### src/rtl/rlb_pkg.sv
// rlb_pkg: shared widths, register indexes, reset values, sine table and
// controller/datapath command and status types for the rgb led breathing block
// no dependencies
package rlb_pkg;

   // default generics
   localparam int unsigned SINE_STEPS_DEF = 21;
   localparam int unsigned DUTY_TOP_DEF   = 10000;

   // field widths
   localparam int unsigned DUTY_W      = 14;
   localparam int unsigned PERIOD_W    = 16;
   localparam int unsigned TICK_W      = 32;
   localparam int unsigned COLOR_W     = 3;
   localparam int unsigned MODE_W      = 2;
   localparam int unsigned CSR_ADDR_W  = 3;
   localparam int unsigned CSR_DATA_W  = 16;
   localparam int unsigned REQ_DATA_W  = 40;
   localparam int unsigned RSP_DATA_W  = 48;
   localparam int unsigned SINE_W      = 16;
   localparam int unsigned SINE_IDX_W  = 7;

   // register indexes
   localparam logic [CSR_ADDR_W-1:0] CSR_SLOW_PERIOD = 3'd0;
   localparam logic [CSR_ADDR_W-1:0] CSR_FAST_PERIOD = 3'd1;
   localparam logic [CSR_ADDR_W-1:0] CSR_RED_PEAK    = 3'd2;
   localparam logic [CSR_ADDR_W-1:0] CSR_GREEN_PEAK  = 3'd3;
   localparam logic [CSR_ADDR_W-1:0] CSR_BLUE_PEAK   = 3'd4;

   // register reset values
   localparam logic [PERIOD_W-1:0] SLOW_PERIOD_RST = 16'd2000;
   localparam logic [PERIOD_W-1:0] FAST_PERIOD_RST = 16'd500;
   localparam logic [DUTY_W-1:0]   RED_PEAK_RST    = 14'd2000;
   localparam logic [DUTY_W-1:0]   GREEN_PEAK_RST  = 14'd1000;
   localparam logic [DUTY_W-1:0]   BLUE_PEAK_RST   = 14'd7000;

   // modes
   localparam logic [MODE_W-1:0] MODE_OFF  = 2'd0;
   localparam logic [MODE_W-1:0] MODE_ON   = 2'd1;
   localparam logic [MODE_W-1:0] MODE_SLOW = 2'd2;
   localparam logic [MODE_W-1:0] MODE_FAST = 2'd3;

   // channels
   localparam logic [1:0] CH_RED   = 2'd0;
   localparam logic [1:0] CH_GREEN = 2'd1;
   localparam logic [1:0] CH_BLUE  = 2'd2;

   // divider operand selection
   localparam logic DIV_MOD = 1'b0;  // tick % period
   localparam logic DIV_IDX = 1'b1;  // phase / step length

   // half-sine samples, unsigned q1.15
   localparam int unsigned TABLE_LEN = 21;
   localparam logic [SINE_W-1:0] SINE_TABLE [TABLE_LEN] = '{
      16'd0,     16'd5125,  16'd10125, 16'd14877, 16'd19261, 16'd23170,
      16'd26509, 16'd29196, 16'd31166, 16'd32365, 16'd32768, 16'd32365,
      16'd31166, 16'd29196, 16'd26509, 16'd23170, 16'd19261, 16'd14877,
      16'd10125, 16'd5125,  16'd0
   };

   // table lookup with the index wrapped to the table length (index below 84)
   function automatic logic [SINE_W-1:0] sine_q15(input logic [SINE_IDX_W-1:0] idx);
      logic [SINE_IDX_W-1:0] r;
      r = idx;
      for (int k = 0; k < 3; k++) begin
         if (r >= SINE_IDX_W'(TABLE_LEN)) begin
            r = r - SINE_IDX_W'(TABLE_LEN);
         end
      end
      return SINE_TABLE[r[4:0]];
   endfunction

   // controller to datapath commands
   typedef struct packed {
      logic       accept;
      logic       div_start;
      logic       div_sel;
      logic       step_load;
      logic       idx_load;
      logic       sine_load;
      logic       mul_en;
      logic [1:0] ch;
      logic       glow_commit;
      logic       fin;
      logic       out_load;
   } ctrl_cmd_type;

   // datapath to controller status
   typedef struct packed {
      logic glow;
      logic over;
      logic div_done;
   } dp_status_type;

endpackage

### src/rtl/rgb_led_breathing_controller_top.sv
// rgb_led_breathing_controller_top: rgb led duty controller with sine glow
// joins rlb_ctrl and rlb_datapath; uses rlb_pkg
//
//   channel  direction  handshake            payload
//   req      in         req_tvalid/tready    tdata: color, mode, tick; tuser: cmd
//   rsp      out        rsp_tvalid/tready    tdata: red, green, blue duty, running
//   csr      in         csr_wen              csr_addr, csr_wdata
//
// a word outside the glow modes passes the step, finish and output states to the
// result register and a glow word whose step has not yet elapsed also passes the
// check state (step length from a reciprocal multiply); a glow update runs the
// one-bit-per-cycle divider twice: tick modulo period, then the step index.
// the input is accepted again once the previous word is in the result register,
// even while that result waits for rsp_tready. reset is synchronous, active high;
// it loads the register defaults and starts with playback flagged as running.
module rgb_led_breathing_controller_top #(
   parameter int unsigned SINE_STEPS = rlb_pkg::SINE_STEPS_DEF,
   parameter int unsigned DUTY_TOP   = rlb_pkg::DUTY_TOP_DEF
) (
   input  logic                              clock,
   input  logic                              reset,
   // configuration
   input  logic                              csr_wen,
   input  logic [rlb_pkg::CSR_ADDR_W-1:0]    csr_addr,
   input  logic [rlb_pkg::CSR_DATA_W-1:0]    csr_wdata,
   // input words
   input  logic                              req_tvalid,
   output logic                              req_tready,
   // [2:0] color_code, [4:3] mode, [36:5] now_tick, [39:37] zero
   input  logic [rlb_pkg::REQ_DATA_W-1:0]    req_tdata,
   // [0] cmd
   input  logic                              req_tuser,
   // result words
   output logic                              rsp_tvalid,
   input  logic                              rsp_tready,
   // [13:0] red_duty, [27:14] green_duty, [41:28] blue_duty,
   // [42] pwm_running, [47:43] zero
   output logic [rlb_pkg::RSP_DATA_W-1:0]    rsp_tdata
);
   import rlb_pkg::*;

   ctrl_cmd_type  cmd;
   dp_status_type status;

   rlb_ctrl u_ctrl (
      .clock      (clock),
      .reset      (reset),
      .req_tvalid (req_tvalid),
      .req_tready (req_tready),
      .rsp_tvalid (rsp_tvalid),
      .rsp_tready (rsp_tready),
      .status     (status),
      .cmd        (cmd)
   );

   rlb_datapath #(
      .SINE_STEPS (SINE_STEPS),
      .DUTY_TOP   (DUTY_TOP)
   ) u_datapath (
      .clock     (clock),
      .reset     (reset),
      .csr_wen   (csr_wen),
      .csr_addr  (csr_addr),
      .csr_wdata (csr_wdata),
      .req_tdata (req_tdata),
      .req_tuser (req_tuser),
      .cmd       (cmd),
      .status    (status),
      .rsp_tdata (rsp_tdata)
   );

endmodule

### src/rtl/rlb_div.sv
// rlb_div: restoring divider, one quotient bit per cycle, 16 or 32 steps
// uses rlb_pkg for widths
module rlb_div (
   input  logic                            clock,
   input  logic                            reset,
   input  logic                            start,
   input  logic                            wide,
   input  logic [rlb_pkg::TICK_W-1:0]      dividend,
   input  logic [rlb_pkg::PERIOD_W-1:0]    divisor,
   output logic [rlb_pkg::TICK_W-1:0]      quotient,
   output logic [rlb_pkg::PERIOD_W-1:0]    remainder,
   output logic                            done
);
   import rlb_pkg::*;

   localparam logic [5:0] WIDE_STEPS   = 6'd32;
   localparam logic [5:0] NARROW_STEPS = 6'd16;

   logic [TICK_W-1:0]   quo_ff, quo_in;
   logic [PERIOD_W-1:0] rem_ff, rem_in;
   logic [PERIOD_W-1:0] dvs_ff, dvs_in;
   logic [5:0]          cnt_ff, cnt_in;
   logic                busy_ff, busy_in;
   logic                done_ff, done_in;
   logic [PERIOD_W:0]   shifted;
   logic [PERIOD_W+1:0] diff;
   logic                ge;

   // one trial subtraction
   assign shifted = {rem_ff, quo_ff[TICK_W-1]};
   assign diff    = {1'b0, shifted} - {2'b00, dvs_ff};
   assign ge      = ~diff[PERIOD_W+1];

   // next state
   always_comb begin
      quo_in  = quo_ff;
      rem_in  = rem_ff;
      dvs_in  = dvs_ff;
      cnt_in  = cnt_ff;
      busy_in = busy_ff;
      done_in = 1'b0;
      if (start) begin
         quo_in  = wide ? dividend : {dividend[PERIOD_W-1:0], {PERIOD_W{1'b0}}};
         rem_in  = '0;
         dvs_in  = divisor;
         cnt_in  = wide ? WIDE_STEPS : NARROW_STEPS;
         busy_in = 1'b1;
      end else if (busy_ff) begin
         quo_in = {quo_ff[TICK_W-2:0], ge};
         rem_in = ge ? diff[PERIOD_W-1:0] : shifted[PERIOD_W-1:0];
         cnt_in = cnt_ff - 6'd1;
         if (cnt_ff == 6'd1) begin
            busy_in = 1'b0;
            done_in = 1'b1;
         end
      end
   end

   // control registers
   always_ff @(posedge clock) begin
      if (reset) begin
         busy_ff <= 1'b0;
         done_ff <= 1'b0;
         cnt_ff  <= '0;
      end else begin
         busy_ff <= busy_in;
         done_ff <= done_in;
         cnt_ff  <= cnt_in;
      end
   end

   // operand registers
   always_ff @(posedge clock) begin
      quo_ff <= quo_in;
      rem_ff <= rem_in;
      dvs_ff <= dvs_in;
   end

   assign quotient  = quo_ff;
   assign remainder = rem_ff;
   assign done      = done_ff;

endmodule

### src/rtl/rlb_datapath.sv
// rlb_datapath: configuration registers, color and mode state, duty registers,
// glow phase arithmetic and result register; uses rlb_pkg and rlb_div
module rlb_datapath #(
   parameter int unsigned SINE_STEPS = rlb_pkg::SINE_STEPS_DEF,
   parameter int unsigned DUTY_TOP   = rlb_pkg::DUTY_TOP_DEF
) (
   input  logic                              clock,
   input  logic                              reset,
   input  logic                              csr_wen,
   input  logic [rlb_pkg::CSR_ADDR_W-1:0]    csr_addr,
   input  logic [rlb_pkg::CSR_DATA_W-1:0]    csr_wdata,
   input  logic [rlb_pkg::REQ_DATA_W-1:0]    req_tdata,
   input  logic                              req_tuser,
   input  rlb_pkg::ctrl_cmd_type             cmd,
   output rlb_pkg::dp_status_type            status,
   output logic [rlb_pkg::RSP_DATA_W-1:0]    rsp_tdata
);
   import rlb_pkg::*;

   localparam int unsigned IDX_W = $clog2(SINE_STEPS);
   localparam int unsigned Q_W   = IDX_W + 1;
   localparam logic [PERIOD_W-1:0] STEPS_P  = PERIOD_W'(SINE_STEPS);
   localparam logic [Q_W-1:0]      STEPS_Q  = Q_W'(SINE_STEPS);
   localparam logic [15:0]         TOP_16   = 16'(DUTY_TOP);

   // step length by reciprocal multiply: ceil(2^sh / steps), exact for 16-bit periods
   localparam int unsigned RECIP_SH = PERIOD_W + $clog2(SINE_STEPS);
   localparam int unsigned RECIP_W  = PERIOD_W + 1;
   localparam int unsigned PROD_W   = PERIOD_W + RECIP_W;
   localparam logic [RECIP_W-1:0] RECIP_M =
      RECIP_W'(((64'd1 << RECIP_SH) + 64'(SINE_STEPS) - 64'd1) / 64'(SINE_STEPS));

   // configuration
   logic [PERIOD_W-1:0] slow_period_ff, slow_period_in;
   logic [PERIOD_W-1:0] fast_period_ff, fast_period_in;
   logic [DUTY_W-1:0]   peak_ff [3];
   logic [DUTY_W-1:0]   peak_in [3];

   // block state
   logic [COLOR_W-1:0]  color_ff, color_in, prev_color_ff, prev_color_in;
   logic [MODE_W-1:0]   mode_ff, mode_in, prev_mode_ff, prev_mode_in;
   logic [TICK_W-1:0]   last_ff, last_in;
   logic [DUTY_W-1:0]   duty_ff [3];
   logic [DUTY_W-1:0]   duty_in [3];
   logic                running_ff, running_in;

   // working registers
   logic [TICK_W-1:0]   tick_ff, tick_in;
   logic [PERIOD_W-1:0] step_ff, step_in;
   logic [IDX_W-1:0]    idx_ff, idx_in;
   logic [SINE_W-1:0]   sine_ff, sine_in;
   logic [RSP_DATA_W-1:0] rsp_ff, rsp_in;

   // combinational helpers
   logic [2:0]          en;
   logic [DUTY_W-1:0]   peak_sat [3];
   logic [PERIOD_W-1:0] period_sel, period_eff;
   logic [PROD_W-1:0]   step_prod;
   logic [TICK_W-1:0]   elapsed;
   logic [TICK_W-1:0]   div_dividend;
   logic [PERIOD_W-1:0] div_divisor;
   logic                div_wide;
   logic [TICK_W-1:0]   div_quo;
   logic [PERIOD_W-1:0] div_rem;
   logic                div_done;
   logic [Q_W-1:0]      q;
   logic [DUTY_W-1:0]   mul_peak;
   logic [SINE_W+DUTY_W-1:0] prod;
   logic                off_change;
   logic                on_load;

   // color code to red/green/blue enables
   always_comb begin
      unique case (color_ff)
         3'd0:    en = 3'b001;
         3'd1:    en = 3'b010;
         3'd2:    en = 3'b100;
         3'd3:    en = 3'b110;
         3'd4:    en = 3'b101;
         3'd5:    en = 3'b011;
         3'd6:    en = 3'b111;
         default: en = 3'b000;
      endcase
   end

   // peaks saturated to full scale
   always_comb begin
      for (int i = 0; i < 3; i++) begin
         peak_sat[i] = ({2'b00, peak_ff[i]} > TOP_16) ? TOP_16[DUTY_W-1:0] : peak_ff[i];
      end
   end

   // period of the glow mode, raised to at least one tick per step
   assign period_sel = (mode_ff == MODE_SLOW) ? slow_period_ff : fast_period_ff;
   assign period_eff = (period_sel < STEPS_P) ? STEPS_P : period_sel;
   assign elapsed    = tick_ff - last_ff;

   // ticks per sine step
   assign step_prod = PROD_W'(period_eff) * PROD_W'(RECIP_M);

   // divider operand selection
   always_comb begin
      unique case (cmd.div_sel)
         DIV_MOD: begin
            div_dividend = tick_ff;
            div_divisor  = period_eff;
            div_wide     = 1'b1;
         end
         default: begin
            div_dividend = {{(TICK_W-PERIOD_W){1'b0}}, div_rem};
            div_divisor  = step_ff;
            div_wide     = 1'b0;
         end
      endcase
   end

   rlb_div u_div (
      .clock     (clock),
      .reset     (reset),
      .start     (cmd.div_start),
      .wide      (div_wide),
      .dividend  (div_dividend),
      .divisor   (div_divisor),
      .quotient  (div_quo),
      .remainder (div_rem),
      .done      (div_done)
   );

   // step index wrapped once to the step count
   assign q = div_quo[Q_W-1:0];

   // one channel a cycle through the multiplier
   always_comb begin
      unique case (cmd.ch)
         CH_RED:   mul_peak = peak_sat[0];
         CH_GREEN: mul_peak = peak_sat[1];
         CH_BLUE:  mul_peak = peak_sat[2];
         default:  mul_peak = '0;
      endcase
   end
   assign prod = sine_ff * mul_peak;

   // mode change events
   assign off_change = (prev_mode_ff != mode_ff) && (mode_ff == MODE_OFF);
   assign on_load    = (mode_ff == MODE_ON) &&
                       ((prev_mode_ff != mode_ff) || (prev_color_ff != color_ff));

   // configuration writes
   always_comb begin
      slow_period_in = slow_period_ff;
      fast_period_in = fast_period_ff;
      for (int i = 0; i < 3; i++) begin
         peak_in[i] = peak_ff[i];
      end
      if (csr_wen) begin
         case (csr_addr)
            CSR_SLOW_PERIOD: slow_period_in = csr_wdata;
            CSR_FAST_PERIOD: fast_period_in = csr_wdata;
            CSR_RED_PEAK:    peak_in[0]     = csr_wdata[DUTY_W-1:0];
            CSR_GREEN_PEAK:  peak_in[1]     = csr_wdata[DUTY_W-1:0];
            CSR_BLUE_PEAK:   peak_in[2]     = csr_wdata[DUTY_W-1:0];
            default: ;
         endcase
      end
   end

   // block state next values
   always_comb begin
      color_in      = color_ff;
      mode_in       = mode_ff;
      prev_color_in = prev_color_ff;
      prev_mode_in  = prev_mode_ff;
      last_in       = last_ff;
      running_in    = running_ff;
      tick_in       = tick_ff;
      step_in       = step_ff;
      idx_in        = idx_ff;
      sine_in       = sine_ff;
      rsp_in        = rsp_ff;
      for (int i = 0; i < 3; i++) begin
         duty_in[i] = duty_ff[i];
      end

      // take in a word
      if (cmd.accept) begin
         tick_in = req_tdata[36:5];
         if (req_tuser) begin
            color_in = req_tdata[2:0];
            mode_in  = req_tdata[4:3];
         end
      end

      // glow phase arithmetic
      if (cmd.step_load) begin
         step_in = PERIOD_W'(step_prod >> RECIP_SH);
      end
      if (cmd.idx_load) begin
         idx_in = (q >= STEPS_Q) ? IDX_W'(q - STEPS_Q) : IDX_W'(q);
      end
      if (cmd.sine_load) begin
         sine_in = sine_q15(SINE_IDX_W'(idx_ff));
      end
      if (cmd.mul_en) begin
         for (int i = 0; i < 3; i++) begin
            if (cmd.ch == 2'(i)) begin
               duty_in[i] = en[i] ? prod[SINE_W+DUTY_W-2:SINE_W-1] : '0;
            end
         end
      end
      if (cmd.glow_commit) begin
         running_in = 1'b1;
         last_in    = tick_ff;
      end

      // stop and steady-on handling, then remember color and mode
      if (cmd.fin) begin
         if (off_change) begin
            running_in = 1'b0;
         end
         if (on_load) begin
            for (int i = 0; i < 3; i++) begin
               duty_in[i] = en[i] ? peak_sat[i] : '0;
            end
            running_in = 1'b1;
         end
         prev_color_in = color_ff;
         prev_mode_in  = mode_ff;
      end

      // result word
      if (cmd.out_load) begin
         rsp_in = {{(RSP_DATA_W-3*DUTY_W-1){1'b0}}, running_ff,
                   duty_ff[2], duty_ff[1], duty_ff[0]};
      end
   end

   // registers with reset values
   always_ff @(posedge clock) begin
      if (reset) begin
         slow_period_ff <= SLOW_PERIOD_RST;
         fast_period_ff <= FAST_PERIOD_RST;
         peak_ff[0]     <= RED_PEAK_RST;
         peak_ff[1]     <= GREEN_PEAK_RST;
         peak_ff[2]     <= BLUE_PEAK_RST;
         color_ff       <= '0;
         mode_ff        <= MODE_OFF;
         prev_color_ff  <= '0;
         prev_mode_ff   <= MODE_OFF;
         last_ff        <= '0;
         running_ff     <= 1'b1;
         for (int i = 0; i < 3; i++) begin
            duty_ff[i] <= '0;
         end
      end else begin
         slow_period_ff <= slow_period_in;
         fast_period_ff <= fast_period_in;
         color_ff       <= color_in;
         mode_ff        <= mode_in;
         prev_color_ff  <= prev_color_in;
         prev_mode_ff   <= prev_mode_in;
         last_ff        <= last_in;
         running_ff     <= running_in;
         for (int i = 0; i < 3; i++) begin
            peak_ff[i] <= peak_in[i];
            duty_ff[i] <= duty_in[i];
         end
      end
   end

   // payload registers
   always_ff @(posedge clock) begin
      tick_ff <= tick_in;
      step_ff <= step_in;
      idx_ff  <= idx_in;
      sine_ff <= sine_in;
      rsp_ff  <= rsp_in;
   end

   // status back to the controller
   assign status.glow     = mode_ff[1];
   assign status.over     = elapsed > {{(TICK_W-PERIOD_W){1'b0}}, step_ff};
   assign status.div_done = div_done;

   assign rsp_tdata = rsp_ff;

endmodule

### src/rtl/rlb_ctrl.sv
// rlb_ctrl: sequencer for one word: divider passes, channel multiplies,
// state update and result handoff; uses rlb_pkg command and status types
module rlb_ctrl (
   input  logic                      clock,
   input  logic                      reset,
   input  logic                      req_tvalid,
   output logic                      req_tready,
   output logic                      rsp_tvalid,
   input  logic                      rsp_tready,
   input  rlb_pkg::dp_status_type    status,
   output rlb_pkg::ctrl_cmd_type     cmd
);
   import rlb_pkg::*;

   localparam logic [3:0] S_IDLE     = 4'd0;
   localparam logic [3:0] S_STEP     = 4'd1;
   localparam logic [3:0] S_CHECK    = 4'd3;
   localparam logic [3:0] S_DIV_MOD  = 4'd4;
   localparam logic [3:0] S_DIV_IDX  = 4'd5;
   localparam logic [3:0] S_SINE     = 4'd6;
   localparam logic [3:0] S_MUL      = 4'd7;
   localparam logic [3:0] S_FIN      = 4'd8;
   localparam logic [3:0] S_OUT      = 4'd9;

   logic [3:0] state_ff, state_in;
   logic [1:0] ch_ff, ch_in;
   logic       rsp_valid_ff, rsp_valid_in;

   // sequencing
   always_comb begin
      state_in = state_ff;
      ch_in    = ch_ff;
      cmd      = '0;
      cmd.ch   = ch_ff;
      unique case (state_ff)
         S_IDLE: begin
            if (req_tvalid) begin
               cmd.accept = 1'b1;
               state_in   = S_STEP;
            end
         end
         S_STEP: begin
            if (status.glow) begin
               cmd.step_load = 1'b1;
               state_in      = S_CHECK;
            end else begin
               state_in = S_FIN;
            end
         end
         S_CHECK: begin
            if (status.over) begin
               cmd.div_start = 1'b1;
               cmd.div_sel   = DIV_MOD;
               state_in      = S_DIV_MOD;
            end else begin
               state_in = S_FIN;
            end
         end
         S_DIV_MOD: begin
            cmd.div_sel = DIV_IDX;
            if (status.div_done) begin
               cmd.div_start = 1'b1;
               state_in      = S_DIV_IDX;
            end
         end
         S_DIV_IDX: begin
            if (status.div_done) begin
               cmd.idx_load = 1'b1;
               state_in     = S_SINE;
            end
         end
         S_SINE: begin
            cmd.sine_load = 1'b1;
            ch_in         = CH_RED;
            state_in      = S_MUL;
         end
         S_MUL: begin
            cmd.mul_en = 1'b1;
            if (ch_ff == CH_BLUE) begin
               cmd.glow_commit = 1'b1;
               state_in        = S_FIN;
            end else begin
               ch_in = ch_ff + 2'd1;
            end
         end
         S_FIN: begin
            cmd.fin  = 1'b1;
            state_in = S_OUT;
         end
         S_OUT: begin
            if (!rsp_valid_ff || rsp_tready) begin
               cmd.out_load = 1'b1;
               state_in     = S_IDLE;
            end
         end
         default: begin
            state_in = S_IDLE;
         end
      endcase
   end

   // result valid: set on load, cleared when taken
   always_comb begin
      rsp_valid_in = rsp_valid_ff;
      if (cmd.out_load) begin
         rsp_valid_in = 1'b1;
      end else if (rsp_tready) begin
         rsp_valid_in = 1'b0;
      end
   end

   always_ff @(posedge clock) begin
      if (reset) begin
         state_ff     <= S_IDLE;
         ch_ff        <= CH_RED;
         rsp_valid_ff <= 1'b0;
      end else begin
         state_ff     <= state_in;
         ch_ff        <= ch_in;
         rsp_valid_ff <= rsp_valid_in;
      end
   end

   assign req_tready = (state_ff == S_IDLE);
   assign rsp_tvalid = rsp_valid_ff;

endmodule
### config.mk
export PLATFORM = sky130hd
export DESIGN_NAME = rgb_led_breathing_controller_top
export DESIGN_NICKNAME = d
export VERILOG_FILES = /design/src/rtl/rlb_pkg.sv /design/src/rtl/rgb_led_breathing_controller_top.sv /design/src/rtl/rlb_div.sv /design/src/rtl/rlb_datapath.sv /design/src/rtl/rlb_ctrl.sv
export SDC_FILE = /design/constraint.sdc
export NUM_CORES = 1
export LEC_CHECK = 0
export BUFFER_PORTS_ARGS = -buffer_cell sky130_fd_sc_hd__buf_2
export CAP_MARGIN = 0
export CORE_MARGIN = 4
export CORE_UTILIZATION = 40
export CTS_CLUSTER_DIAMETER = 30
export CTS_CLUSTER_SIZE = 20
export DETAILED_ROUTE_END_ITERATION = 7
export PLACE_DENSITY = 0.58
export SETUP_SLACK_MARGIN = 0.02
export SLEW_MARGIN = 20
export SYNTH_ARGS = -nofsm -noshare
export SYNTH_HDL_FRONTEND = slang
export SYNTH_SLANG_ARGS = --single-unit
### constraint.sdc
create_clock -name clock -period 9.8 [get_ports clock]
set_input_delay 1.96 -clock clock [delete_from_list [all_inputs] [get_ports clock]]
set_output_delay 1.96 -clock clock [all_outputs]
set_load 0.005 [all_outputs]
==> flow_summary.yaml <==
clock_network:
  cts_root_buf: "clkbuf_16"
  cts_inserted_buffers: 81
  clk_latency_ns: 0.64
  clockBufferDepth: 3
  post_cts_buffers: 0
  cts_tree: "yes"
  clkTransAtPathRegs_ns: 0.05
  h-tree-depth: 3
  hold_buffers: 0
  cts_resized: 0
  cts.sinks: 346
worst_setup_path:
  reg2reg_depth: 30
  crit_required_ns: 10.28
  cp_max_fo: 13
  arrival_ns: 9.44
  critPathKind: "flop to flop"
  worst_path_max_delay_cell: "fa_1"
  start_kind: "flop"
  cp_common_cell: "fa_1"
  cpPeakStageDelay_ns: 0.54
  cp-end-kind: "flop"
pwr:
  comb_power_share: 0.288
  p_leak_nw: 14.41
  p_switching_w: 0.002058
  ir_worst_vdd_mv: 0.1480
  clockPowerShare: 0.436
  power_density_mw_per_mm2: 185.7
  p_sw_frac: 0.3426
  p_int_w: 0.003950
  p_seq_frac: 0.276
drt:
  first_pass_iters: 5
  routed_via_density: 5.285
  drt_wl_total_um: 76160
  vias: 22260
  ant_nets: 0
  drc: 0
  wl_per_cell_um: 18.09
  drt-initial-drc-count: 1822
global_route:
  grt-ovfl-total: 0
  grt_pass1_wl_um: 123300
  grt_max_degree: 91
  antenna_found_initial: 2
  grt_usage: 0.2046
  grt_pass1_vias: 22070
die:
  die-area_mm2: 0.07470
  io_pins: 115
  fp.coreArea_mm2: 0.06991
  dieWidth_um: 273.3
  std_cell_rows: 97
  initial_core_util: 0.4028
  die_h_um: 273.3
run:
  max-cap-violations: 0
worst_hold_path:
  hold_path.class: "flop to flop"
  min_delay_path_depth: 0
synth:
  syn-instance-count: 3120
  async_reset_ff_frac: 0
  synth_top_flop_cell: "dfxtp_1"
  synth_warnings: 0
  synth_edf_count: 156
  post_synth.cell_area_avg_um2: 9.025
  yosysUniqueCellTypes: 89
  seq_area_frac_synth: 0.3014
  synth_seq_cells: 346
  synth_area_mm2: 0.02816
placement:
  place_ws_ns: 0.7857
  gp_congestion: 0.9058
  dpl.hpwl_um: 57680
  portBuffers: 106
final_layout:
  syn_to_final_growth_pct: 14.90
  drive_gt1_frac: 0.1064
  layout_common_cells: "nand2_1 (454), inv_1 (382), ha_1 (287)"
  final_common_cell: "nand2_1"
  nNetsFinal: 3762
timing:
  fmax_mhz: 111.6
  rsz0062_at_grt: "no"
  hold_viol: 0
  max_slew.worst_pin.slew_ns: 1.111
  finalSetupViolCount: 0
  tns_ns: 0
  period_minus_slack_ns: 8.958
  fin_skew_ns: 0.07257
  setup_slack_ns: 0.8422
  fin_crit_sh: 0.9141
  drv_slew: 0
  slew_headroom: 0.2565
status:
  status: "finished clean"
## routing by layer
metal | global-route usage | wire (um) | vias to the layer above
met5 | 0 | 0 | -
met4 | 0.05160 | 1636 | 0
met3 | 0.03068 | 3988 | 84
met2 | 0.3325 | 34800 | 571
met1 | 0.2872 | 35730 | 10810
li1 | - | - | 10790
## power groups by stage
stage	Clock, W	Sequential (W)	Combinational [W]
final	0.00262	0.00166	0.00173
after global routing	0.00275	0.00167	0.00198
after CTS	0.00266	0.00166	0.00176
after detailed placement	0	0.00168	0.00174
after global placement	0	0.00169	0.00174
after floorplan	0	0.00165	0.00126
## cell type report
class | instances | area [um2]
Clock buffer | 102 | 2208
Tap cell | 940 | 1176
Multi-Input combinational cell | 2249 | 17710
Timing Repair Buffer | 139 | 780.7
Fill cell | 6747 | 37550
Antenna cell | 1 | 2.502
Inverter | 384 | 1441
Clock inverter | 50 | 550.5
Sequential cell | 346 | 8488
## cells by family after synthesis
logic type	synth area share
other cells	0.0001332
buf+inv	0.07194
simple gates	0.1719
mux	0.01400
flops	0.3014
compound gates	0.1437
xor+xnor	0.02084
fa+ha+maj	0.2761
## state kept, by name, summed over array words and instances (netlist names), 3 cells and up
register and count:
u_datapath.u_div.remainder 16, u_datapath.slow_period_ff 16, u_datapath.u_div.quotient 32, u_ctrl.state_ff 4, u_datapath.u_div.cnt_ff 6, u_datapath.tick_ff 32
u_datapath.peak_ff 42, u_datapath.prev_color_ff 3, u_datapath.u_div.dvs_ff 16, u_datapath.color_ff 3, u_datapath.fast_period_ff 16, u_datapath.idx_ff 5
u_datapath.step_ff 12, u_datapath.rsp_tdata 43, u_datapath.last_ff 32, u_datapath.sine_ff 16, u_datapath.duty_ff 42
## per-stage QoR
step / power (W) / instances / hold WS (ns) / util / instance area, um2
floorplan: 0.002910 / 3124 / 0.3995 / - / 28170
global placement: 0.003422 / 4058 / 0.4121 / 0.4232 / 29590
detailed placement: 0.003426 / 4058 / 0.4154 / 0.4233 / 29590
CTS: 0.006078 / 4210 / 0.4231 / 0.4628 / 32350
global route: 0.006392 / 4210 / 0.4380 / 0.4628 / 32350
finish: 0.006008 / 4211 / 0.4239 / 0.4628 / 32350
## synth_stat cells, types with 10 or more instances
master    count  share of area
nand2_1     454          0.061
inv_1       382          0.051
ha_1        287           0.13
a21oi_1     227          0.040
fa_1        209           0.15
dfxtp_1     190           0.14
nor2_1      167          0.022
edfxtp_1    156           0.17
clkbuf_1    123          0.016
o21ai_0     112          0.020
and2_1      105          0.023
nor3_1       49         0.0087
xnor2_1      44          0.014
nand3_1      42         0.0075
nand3b_1     40          0.011
a221oi_1     32          0.010
a21o_1       31         0.0083
nor2b_1      31         0.0069
mux2i_1      27         0.0096
a31oi_1      24         0.0053
and3_1       24         0.0053
nand2b_1     23         0.0051
nand4_1      23         0.0051
xor2_1       23         0.0072
o22ai_1      22         0.0049
o21a_1       21         0.0056
a22oi_1      17         0.0045
a211oi_2     16         0.0071
buf_1        12         0.0016
o211ai_1     12         0.0032
o21ai_1      12         0.0021
a211oi_1     11         0.0029
mux2_2       11         0.0044
o31ai_1      10         0.0027
or2_2        10         0.0022
## critical path: cells and delay by family, from the launching register on
| family | cells | cell delay, ns |
|---|---|---|
| fa+ha+maj | 8 | 3.73 |
| compound gates | 12 | 2.82 |
| simple gates | 4 | 1.23 |
| xor+xnor | 1 | 0.37 |
| flops | 1 | 0.35 |
| buf+inv | 5 | 0.28 |
## path summary, 6_finish.rpt
check	from	to	slack, ns
worst min register to register	u_datapath.duty_ff[0][34]	u_datapath.rsp_tdata[34]	0.42
worst max-delay path	u_ctrl.ch_ff[0]	u_datapath.duty_ff[0][21]	0.84
worst max register to register	u_ctrl.ch_ff[0]	u_datapath.duty_ff[0][21]	0.84
worst min-delay path	u_datapath.duty_ff[0][34]	u_datapath.rsp_tdata[34]	0.42
(Power assumes the default switching activity.)
